--- config.mk ---
export PLATFORM = sky130hd
export DESIGN_NAME = gfib_ctrl
export DESIGN_NICKNAME = d
export VERILOG_FILES = /design/src/design/gfib_pkg.sv /design/src/design/gfib_ctrl.sv
export SDC_FILE = /design/constraint.sdc
export NUM_CORES = 1
export LEC_CHECK = 0
export BUFFER_PORTS_ARGS = -buffer_cell sky130_fd_sc_hd__buf_2
export CORE_AREA = 2 2 39 41
export DETAILED_ROUTE_END_ITERATION = 12
export DIE_AREA = 0 0 41 43
export PLACE_DENSITY = 0.48
export SYNTH_ARGS = -nofsm -noshare
export SYNTH_HDL_FRONTEND = slang
export SYNTH_SLANG_ARGS = --single-unit
--- constraint.sdc ---
create_clock -name clk -period 1.4 [get_ports clk]
set_clock_uncertainty 0.1 [all_clocks]
set_input_delay 0.21 -clock clk [delete_from_list [all_inputs] [get_ports clk]]
set_output_delay 0.21 -clock clk [all_outputs]
set_load 0.05 [all_outputs]
--- src/design/gfib_pkg.sv ---
// shared constants, types and helpers for the generalized fibonacci block
package gfib_pkg;

  localparam int RES_W = 30;
  localparam int INDEX_WIDTH_DEF = 32;

  // the prime and its barrett constant floor(2^60 / p)
  localparam logic [RES_W-1:0] PRIME = 30'd1000000007;
  localparam logic [30:0] BARRETT_MU = 31'd1152921496;

  typedef enum logic [3:0] {
    ST_IDLE,
    ST_SQ_A,
    ST_SQ_B,
    ST_CROSS,
    ST_WAIT,
    ST_STEP,
    ST_FIN_S0,
    ST_FIN_S1,
    ST_FIN_WAIT,
    ST_EMIT
  } state_t;

  typedef enum logic [2:0] {
    MUL_NONE,
    MUL_AA,
    MUL_BB,
    MUL_AT,
    MUL_S0,
    MUL_S1
  } mul_op_t;

  typedef struct packed {
    logic    load;
    mul_op_t mul_op;
    logic    step;
    logic    emit;
  } dp_cmd_t;

  typedef struct packed {
    logic mul_busy;
    logic last_bit;
    logic out_busy;
  } dp_stat_t;

  function automatic logic [RES_W-1:0] mod_add(input logic [RES_W-1:0] x,
                                                input logic [RES_W-1:0] y);
    logic [RES_W:0] s;
    s = {1'b0, x} + {1'b0, y};
    if (s >= {1'b0, PRIME}) begin
      s = s - {1'b0, PRIME};
    end
    return s[RES_W-1:0];
  endfunction

  function automatic logic [RES_W-1:0] mod_sub(input logic [RES_W-1:0] x,
                                                input logic [RES_W-1:0] y);
    logic [RES_W:0] s;
    s = {1'b0, x} - {1'b0, y};
    if (x < y) begin
      s = s + {1'b0, PRIME};
    end
    return s[RES_W-1:0];
  endfunction

endpackage

--- src/design/gfib_ctrl.sv ---
// controller that sequences the products of each doubling step and the two final products
module gfib_ctrl (
  input  logic               clk,
  input  logic               rst_n,
  input  logic               in_valid,
  output logic               in_ready,
  input  gfib_pkg::dp_stat_t stat,
  output gfib_pkg::dp_cmd_t  cmd
);

  gfib_pkg::state_t state_r, state_nxt;

  always_ff @(posedge clk) begin
    if (!rst_n) begin
      state_r <= gfib_pkg::ST_IDLE;
    end else begin
      state_r <= state_nxt;
    end
  end

  always_comb begin
    state_nxt = state_r;
    unique case (state_r)
      gfib_pkg::ST_IDLE:     if (in_valid) state_nxt = gfib_pkg::ST_SQ_A;
      gfib_pkg::ST_SQ_A:     state_nxt = gfib_pkg::ST_SQ_B;
      gfib_pkg::ST_SQ_B:     state_nxt = gfib_pkg::ST_CROSS;
      gfib_pkg::ST_CROSS:    state_nxt = gfib_pkg::ST_WAIT;
      gfib_pkg::ST_WAIT:     if (!stat.mul_busy) state_nxt = gfib_pkg::ST_STEP;
      gfib_pkg::ST_STEP:     state_nxt = stat.last_bit ? gfib_pkg::ST_FIN_S0
                                                       : gfib_pkg::ST_SQ_A;
      gfib_pkg::ST_FIN_S0:   state_nxt = gfib_pkg::ST_FIN_S1;
      gfib_pkg::ST_FIN_S1:   state_nxt = gfib_pkg::ST_FIN_WAIT;
      gfib_pkg::ST_FIN_WAIT: if (!stat.mul_busy) state_nxt = gfib_pkg::ST_EMIT;
      gfib_pkg::ST_EMIT:     if (!stat.out_busy) state_nxt = gfib_pkg::ST_IDLE;
      default:               state_nxt = gfib_pkg::ST_IDLE;
    endcase
  end

  always_comb begin
    in_ready   = (state_r == gfib_pkg::ST_IDLE);
    cmd.load   = (state_r == gfib_pkg::ST_IDLE) && in_valid;
    cmd.step   = (state_r == gfib_pkg::ST_STEP);
    cmd.emit   = (state_r == gfib_pkg::ST_EMIT) && !stat.out_busy;
    unique case (state_r)
      gfib_pkg::ST_SQ_A:   cmd.mul_op = gfib_pkg::MUL_AA;
      gfib_pkg::ST_SQ_B:   cmd.mul_op = gfib_pkg::MUL_BB;
      gfib_pkg::ST_CROSS:  cmd.mul_op = gfib_pkg::MUL_AT;
      gfib_pkg::ST_FIN_S0: cmd.mul_op = gfib_pkg::MUL_S0;
      gfib_pkg::ST_FIN_S1: cmd.mul_op = gfib_pkg::MUL_S1;
      default:             cmd.mul_op = gfib_pkg::MUL_NONE;
    endcase
  end

endmodule

==> qor.yml, run 1 <==
place:
  place_area_sq_um: 460
  io_buffers: 12
  dp_slack_ns: -0.0615
  hpwlAfterDp_um: 568
  gp_congestion: 0.740
drt:
  drt_iter0_drc: 9
  antenna_left: 0
  via_count: 392
  dr.pass1.iters: 4
  vias_per_cell: 4.84
  drt_wl_total_um: 915
  post_drt_wl_per_cell_um: 11.3
  drc: 0
clock_network:
  root_buffer: "clkbuf_4"
  clkSlewWorstSetupHoldPaths_ns: 0.04
  clock_latency_ns: 0.23
  cts_hold_buffers: 0
  cts_buffer_depth: 2
  cts_sinks: 4
  cts_buffers: 3
  htreeDepth: 1
  tritoncts: "yes"
final_layout:
  regArea_sq_um: 95.1
  fin_area_sq_um: 643
  nets: 73
  largest_reg_flops: 4
  mostFrequentLayoutCells: "buf_6, buf_2, buf_4"
  multi_input_area_sq_um: 295
  drive_gt1_share_pct: 67.7
  fillers: 129
  top_regs: "state_r (4)"
  antenna_cells: 0
  mostFrequentLayoutCell: "buf_6"
  syn_to_final_growth_pct: 94.7
  max_flop_register: "state_r"
synthesis:
  synth_mux_area_share_pct: 6.44
  synth_top_area_share_pct: 24.2
  synth_edf_count: 0
  synth_compound_area_share_pct: 22.3
  ys_seq_area_share_pct: 24.2
  synthCells: 45
  synthAdderAreaFrac_pct: 0
  syn_area_sq_um: 330
  synthXorXnorAreaFrac_pct: 2.65
  synth_flop_cell: "dfxtp_1"
  ys_ff_latch: 4
  syn_area_per_cell_sq_um: 7.34
  synth_top_area_cell: "dfxtp_1"
  yosys_warnings: 0
  async_flop_share_pct: 0
  yosys-top-cells-area: "dfxtp_1, nand2_1, o21ai_0, buf_4, and2_1"
  synthSimpleGateAreaFrac_pct: 33.3
  synth_cell_type_count: 26
  synth_top_family_by_area: "simple AND/OR/NAND/NOR gates"
  syn-num-nets: 51
critical_path:
  critical_path_arrival_ns: 1.19
  worstSetupPathType: "reg -> out"
  crit_required_ns: 1.09
  critPathMaxFanout: 2
  r2r_cells: 6
  end_kind: "output port"
  cp-start-kind: "register"
timing:
  hold-worst-slack_ns: 0.131
  slew_viol_final: 0
  fin_crit_sh_pct: 107
  fmax_mhz: 668
  setup-violations-final: 3
  period_minus_slack_ns: 1.50
  maxSlewHeadroom_pct: 84.3
  fin_ws_ns: -0.0963
  tightest_slew_ns: 0.234
  rsz0062_at_grt: "yes"
  hold_viol_final: 0
floorplan:
  fp.dieArea_sq_um: 1760
  coreArea_sq_um: 1380
  io-pin-count: 13
  rows: 14
  die_h_um: 43
  start_util_pct: 23.9
  die_w_um: 41
grt:
  grt_pass1_vias: 303
  antenna_found_initial: 0
  grt_pass1_wl_um: 1250
  track_usage_pct: 11.1
  grt_start_max_net_pins: 12
  gr-total-overflow: 0
min_path:
  hold_path_depth: 3
  hold_path.class: "in -> reg"
run_status:
  status: "complete, but fails checks"
  violations: "negative setup slack"
power_and_ir_drop:
  cellLeakagePower_nw: 0.276
  vdd_drop_max_uv: 720
  power.density_nw_per_um2: 1010
flow_run:
  maxCapViolations: 0
## path summary, 6_finish.rpt
kind | from | slack, ns | endpoint
max | state_r[0]$_SDFFE_PN0P_ | -0.1 | cmd[5]
min | rst_n | 0.13 | state_r[0]$_SDFFE_PN0P_
max reg2reg | state_r[0]$_SDFFE_PN0P_ | 0 | state_r[3]$_SDFFE_PN0P_
min reg2reg | state_r[3]$_SDFFE_PN0P_ | 0.51 | state_r[1]$_SDFFE_PN0P_
## cells in the mapped netlist (2+ instances only)
library cell	n
nor4_1	2
buf_4	2
inv_1	3
and2_1	2
o21ai_0	3
buf_2	2
nand2_1	5
a21oi_1	2
nand3_1	2
dfxtp_1	4
nor2_1	3
## power breakdown
group	internal, W	switching (W)
Clock	0.0000957	0.0000445
Combinational	0.000165	0.000184
Sequential	0.000128	0.0000306
## critical path, stage by stage, from the launching register on
cell,delay (ns)
dfxtp_4,0.35
nor4_4,0.28
and2_4,0.18
buf_8,0.13
## area by class of cell
class | count | area share (%)
well taps | 16 | 3.11
repair buffers | 21 | 30.5
inverters | 3 | 2.14
flip-flops and latches | 4 | 14.8
multi-input cells | 34 | 45.9
clock buffers | 3 | 3.50
## routing by layer
| layer | global-route usage (%) | share of wire [%] | routed length [um] | vias to the layer above |
|---|---|---|---|---|
| met4 | 2.00 | 0 | 0 | 0 |
| met5 | 0 | 0 | 0 | - |
| met2 | 14.7 | 47 | 432 | 12 |
| met1 | 13.8 | 45 | 409 | 177 |
| met3 | 9.42 | 8.0 | 73 | 0 |
| li1 | - | - | - | 203 |
## metrics by stage
stage / power, W / setup TNS, ns / utilization [%] / std cells
CTS: 0.000628 / -0.270 / 42.9 / 81
global placement: 0.000408 / -0.216 / 33.3 / 73
global route: 0.000696 / -0.464 / 46.5 / 81
detailed placement: 0.000408 / -0.246 / 33.3 / 73
floorplan: 0.000362 / -0.540 / - / 45
finish: 0.000648 / -0.225 / 46.5 / 81
## what timing repair did
item	in CTS	in global routing
endpoints found under the setup margin	9	8
gates resized for setup	25	11
pin swaps	5	6
buffers inserted	5	0
## cell families (layout without fill, tap and decap cells)
group | count (synthesis) | in the layout
AND/OR/NAND/NOR | 20 | 20
AO/OA/AOI/OAI | 11 | 11
buffers and inverters | 7 | 27
flip-flops | 4 | 4
multiplexers | 2 | 2
XOR/XNOR | 1 | 1
(Power assumes the default switching activity.)
==> run 2, diff against run 1 <==
clock period = 1.7 ns   (was 1.4 ns; I/O delays follow)
==> qor.yml, run 2 (same netlist as run 1, synthesis figures left out) <==
run_status:
  status: "completed"
power_and_ir_drop:
  power.total_w: 0.000444  # -31%
  cellLeakagePower_nw: 0.202  # -27%
  power.density_nw_per_um2: 950  # -5.8%
  vdd_drop_max_uv: 445  # -38%
drt:
  drc: 0  # unchanged
  drt_iter0_drc: 5  # -4
  dr.pass1.iters: 4  # unchanged
  via_count: 358  # -8.7%
  drt_wl_total_um: 783  # -14%
  post_drt_wl_per_cell_um: 10.6  # -6.3%
  vias_per_cell: 4.84  # about the same
  antenna_left: 0  # unchanged
place:
  io_buffers: 12  # unchanged
  gp_congestion: 0.690  # -6.8%
  place_area_sq_um: 427  # -7.3%
final_layout:
  largest_reg_flops: 4  # unchanged
  antenna_cells: 0  # unchanged
  top_regs: "state_r (4)"
  max_flop_register: "state_r"
  nets: 66  # -9.6%
  utilization_pct: 33.8  # -13 points
  syn_to_final_growth_pct: 41.7
  drive_gt1_share_pct: 48.3  # -19 points
  mostFrequentLayoutCell: "buf_2"
  mostFrequentLayoutCells: "buf_2, nand2_1"
  fin_area_sq_um: 468  # -27%
floorplan:
  start_util_pct: 23.9  # unchanged
  die_h_um: 43  # unchanged
  rows: 14  # unchanged
  die_w_um: 41  # unchanged
  io-pin-count: 13  # unchanged
  fp.dieArea_sq_um: 1760  # unchanged
  coreArea_sq_um: 1380  # unchanged
timing:
  fin_crit_sh_pct: 96.4
  tightest_slew_ns: 0.239  # +0.00486 ns
  fmax_mhz: 610
  period_minus_slack_ns: 1.64
  rsz0062_at_grt: "no"
  hold_viol_final: 0  # unchanged
  fin_tns_setup_ns: 0  # +0.225 ns
  slew_viol_final: 0  # unchanged
  maxSlewHeadroom_pct: 83.9  # -0.33 points
  setup-violations-final: 0  # -3
min_path:
  hold_path_depth: 3  # unchanged
  hold_path.class: "in -> reg"
grt:
  track_usage_pct: 10.2  # -0.91 points
  grt_pass1_vias: 307  # +1.3%
  grt_pass1_wl_um: 1200  # -3.8%
  antenna_found_initial: 0  # unchanged
  gr-total-overflow: 0  # unchanged
  grt_start_max_net_pins: 13  # +1
clock_network:
  cts_hold_buffers: 0  # unchanged
  cts_buffer_depth: 2  # unchanged
  cts_sinks: 4  # unchanged
  clkSlewWorstSetupHoldPaths_ns: 0.04  # about the same
  tritoncts: "yes"
  postCtsSetupBuffers: 0  # -5
  htreeDepth: 1  # unchanged
  root_buffer: "clkbuf_4"
  clock_latency_ns: 0.23  # about the same
  cts_buffers: 3  # unchanged
critical_path:
  crit_required_ns: 1.34  # +0.25 ns
  slowest_stage: "dfxtp_2"
  slowest_delay_ns: 0.37  # +0.02 ns
  critical_path_arrival_ns: 1.28  # +0.09 ns
  cp-start-kind: "register"
  r2r_cells: 4  # -2
  worstSetupPathType: "reg -> out"
  path_cells: "buf_4 > nor4b_2 > buf_2"
  end_kind: "output port"
  critPathMaxFanout: 8  # +6
flow_run:
  maxCapViolations: 0  # unchanged
==> run 2: stage by stage <==
step	hold WS [ns]	worst slack [ns]	std cells
floorplan	0.302	-0.337	45
global placement	0.465	0.173	71
detailed placement	0.467	0.187	71
CTS	0.213	0.0415	74
global route	0.229	0.00588	74
finish	0.219	0.0615	74
==> run 2: per-layer routing <==
layer / track usage, % / vias to the layer above / routed length, um
li1: - / 187 / -
met1: 11.9 / 163 / 354
met2: 15.6 / 8 / 380
met3: 3.14 / 0 / 48
met4: 6.00 / 0 / 0
met5: 0 / - / 0
==> run 2: worst max-delay path: cells and delay by family, from the launching register on <==
family / cells / cell delay (ns)
DFF: 1 / 0.37
and+or+nand+nor: 1 / 0.22
buffers and inverters: 2 / 0.46
==> run 2: path summary, 6_finish.rpt <==
kind / start / to / slack (ns)
worst max-delay path: state_r[3]$_SDFFE_PN0P_ / cmd[1] / 0.06
worst min-delay path: rst_n / state_r[3]$_SDFFE_PN0P_ / 0.22
worst max register to register: state_r[2]$_SDFFE_PN0P_ / state_r[0]$_SDFFE_PN0P_ / 0.39
worst min register to register: state_r[2]$_SDFFE_PN0P_ / state_r[2]$_SDFFE_PN0P_ / 0.43
==> run 2: power by group <==
part	leakage (nW)	switching, W	internal [W]
registers	0.0347	0.0000319	0.000107
logic	0.153	0.000119	0.0000723
clock network	0.0138	0.0000356	0.0000787
total	0.202	0.000186	0.000258
==> run 2: timing repair <==
| item | 4_1_cts | 5_1_grt |
|---|---|---|
| resized for setup | 7 | 2 |
| hold endpoints to repair | 0 | 0 |
| pin swaps | 0 | 1 |
| endpoints found under the setup margin | 3 | 1 |
==> run 2: area by class of cell <==
type,instances,area (sq um)
Tap cell,16,20.0
Sequential cell,4,87.6
Clock buffer,3,22.5
Inverter,3,11.3
Fill cell,157,916
Timing Repair Buffer,14,83.8
Multi-Input combinational cell,34,243
==> run 3, diff against run 2 <==
PLACE_DENSITY = 0.5   (was 0.48)
clock period = 1.3 ns   (was 1.7 ns; I/O delays follow)
==> qor.yml, run 3 (same netlist as run 1, synthesis figures left out) <==
timing:
  period_minus_slack_ns: 1.47
  fin_ws_ns: -0.174  # -0.236 ns
  maxSlewHeadroom_pct: 83.5  # -0.41 points
  fin_crit_sh_pct: 113
  setup-violations-final: 9  # +9
  rsz0062_at_grt: "yes"
  fmax_mhz: 678
  hold_viol_final: 0  # unchanged
  tightest_slew_ns: 0.245  # +0.00608 ns
  slew_viol_final: 0  # unchanged
place:
  hpwlAfterDp_um: 607
  dp_slack_ns: -0.174  # -0.361 ns
  dp_cells: 75  # +5.6%
  io_buffers: 12  # unchanged
  gp_congestion: 0.712  # +3.2%
run_status:
  violations: "negative setup slack"
  status: "complete, but fails checks"
drt:
  antenna_left: 0  # unchanged
  drt_iter0_drc: 1  # -4
  vias_per_cell: 4.74  # -2.1%
  post_drt_wl_per_cell_um: 11.7  # +10%
  drc: 0  # unchanged
  drt_wl_total_um: 1030  # +31%
  dr.pass1.iters: 4  # unchanged
  via_count: 417  # +16%
critical_path:
  critical_path.endpoint: "cmd[5]"
  worstSetupPathType: "reg -> out"
  r2r_end: "state_r[3]$_SDFFE_PN0P_"
  r2r_slack_ns: -0.10  # -0.49 ns
  critPathLaunch: "state_r[0]$_SDFFE_PN0P_"
  r2r_start: "state_r[3]$_SDFFE_PN0P_"
  critical_path_arrival_ns: 1.18  # -0.10 ns
  critPathMaxFanout: 4  # -4
  cp-start-kind: "register"
  crit_required_ns: 1.00  # -0.34 ns
  end_kind: "output port"
  r2r_cells: 5  # +1
power_and_ir_drop:
  vdd_drop_max_uv: 579  # +30%
  power.density_nw_per_um2: 1050  # +10%
  power.total_w: 0.000737  # +66%
  cellLeakagePower_nw: 0.311  # +54%
clock_network:
  cts_hold_buffers: 0  # unchanged
  cts_buffer_depth: 2  # unchanged
  clock_latency_ns: 0.23  # about the same
  root_buffer: "clkbuf_4"
  cts_buffers: 3  # unchanged
  htreeDepth: 1  # unchanged
  tritoncts: "yes"
  cts_sinks: 4  # unchanged
  clkSlewWorstSetupHoldPaths_ns: 0.04  # about the same
grt:
  track_usage_pct: 12.6  # +2.3 points
  grt_start_max_net_pins: 8  # -5
  gr-total-overflow: 0  # unchanged
  grt_pass1_vias: 381  # +24%
  antenna_found_initial: 0  # unchanged
  grt_pass1_wl_um: 1500  # +25%
final_layout:
  max_flop_register: "state_r"
  antenna_cells: 0  # unchanged
  top_regs: "state_r (4)"
  regArea_sq_um: 95.1  # +8.6%
  nets: 80  # +21%
  instances_no_fill: 88  # +19%
  multi_input_area_sq_um: 299  # +23%
  fillers: 146  # -7.0%
  drive_gt1_share_pct: 72.2  # +24 points
  mostFrequentLayoutCell: "buf_4"
  mostFrequentLayoutCells: "buf_4, buf_6, buf_2"
  largest_reg_flops: 4  # unchanged
  syn_to_final_growth_pct: 113
floorplan:
  coreArea_sq_um: 1380  # unchanged
  die_w_um: 41  # unchanged
  fp.dieArea_sq_um: 1760  # unchanged
  io-pin-count: 13  # unchanged
  rows: 14  # unchanged
  die_h_um: 43  # unchanged
  start_util_pct: 23.9  # unchanged
flow_run:
  maxCapViolations: 0  # unchanged
min_path:
  hold_path.class: "in -> reg"
-- run 3: cell types whose count changed in the layout (fill, tap and decap cells not counted), moves of 3 or more --
cell and change:
buf_4 +7, dfxtp_4 +3, buf_2 -4, dfxtp_2 -3
buf_6 +8, buf_8 +3
-- run 3: final cells by class --
class | instances | share of cell area, %
clock buffers | 3 | 3.20
repair buffers | 28 | 35.7
well taps | 16 | 2.84
flip-flops and latches | 4 | 13.5
inverters | 3 | 2.31
multi-input cells | 34 | 42.5
-- run 3: report_power, final --
part	internal [W]	leakage [nW]	switching [W]
combinational	0.000208	0.261	0.000207
clock	0.000103	0.0138	0.0000462
sequential	0.000138	0.0356	0.0000341
total	0.000449	0.311	0.000288
-- run 3: how the worst min path moves through the flow --
| stage | from | to | cells past startpoint | slack (ns) |
|---|---|---|---|---|
| after CTS | rst_n | state_r[2]$_SDFFE_PN0P_ | 3 | 0.14 |
| after global placement | rst_n | state_r[3]$_SDFFE_PN0P_ | 3 | 0.39 |
| after floorplan | rst_n | state_r[2]$_SDFFE_PN0P_ | 2 | 0.24 |
| after detailed placement | rst_n | state_r[0]$_SDFFE_PN0P_ | 3 | 0.39 |
| after global routing | rst_n | state_r[0]$_SDFFE_PN0P_ | 3 | 0.15 |
| final | rst_n | state_r[2]$_SDFFE_PN0P_ | 3 | 0.14 |
-- run 3: routing by layer --
layer	global-route usage, %	part of all wire, %	vias up
met5	0	0	-
met4	2.00	0	0
met3	7.85	6.1	0
met2	18.4	54	12
met1	15.4	40	190
li1	-	-	215
-- run 3: through the flow --
stage	setup TNS [ns]	cell area, sq um	hold slack [ns]	utilization [%]
after floorplan	-0.880	389	0.243	-
after global placement	-0.942	477	0.390	34.4
after detailed placement	-1.04	477	0.391	34.4
after CTS	-1.07	673	0.139	48.6
after global routing	-1.55	704	0.153	50.9
final	-1.07	704	0.144	50.9
-- run 3: worst max-delay path: stages, from the launching register on --
cell and delay, ns:
dfxtp_4 0.35, nor4_4 0.28, and2_4 0.18, buf_8 0.13
-- run 3: what timing repair did --
action / in CTS / in global routing
buffers inserted: 9 / 1
endpoints found under the setup margin: 10 / 10
gates cloned: 0 / 0
gates resized for setup: 37 / 6
pin swaps: 7 / 3
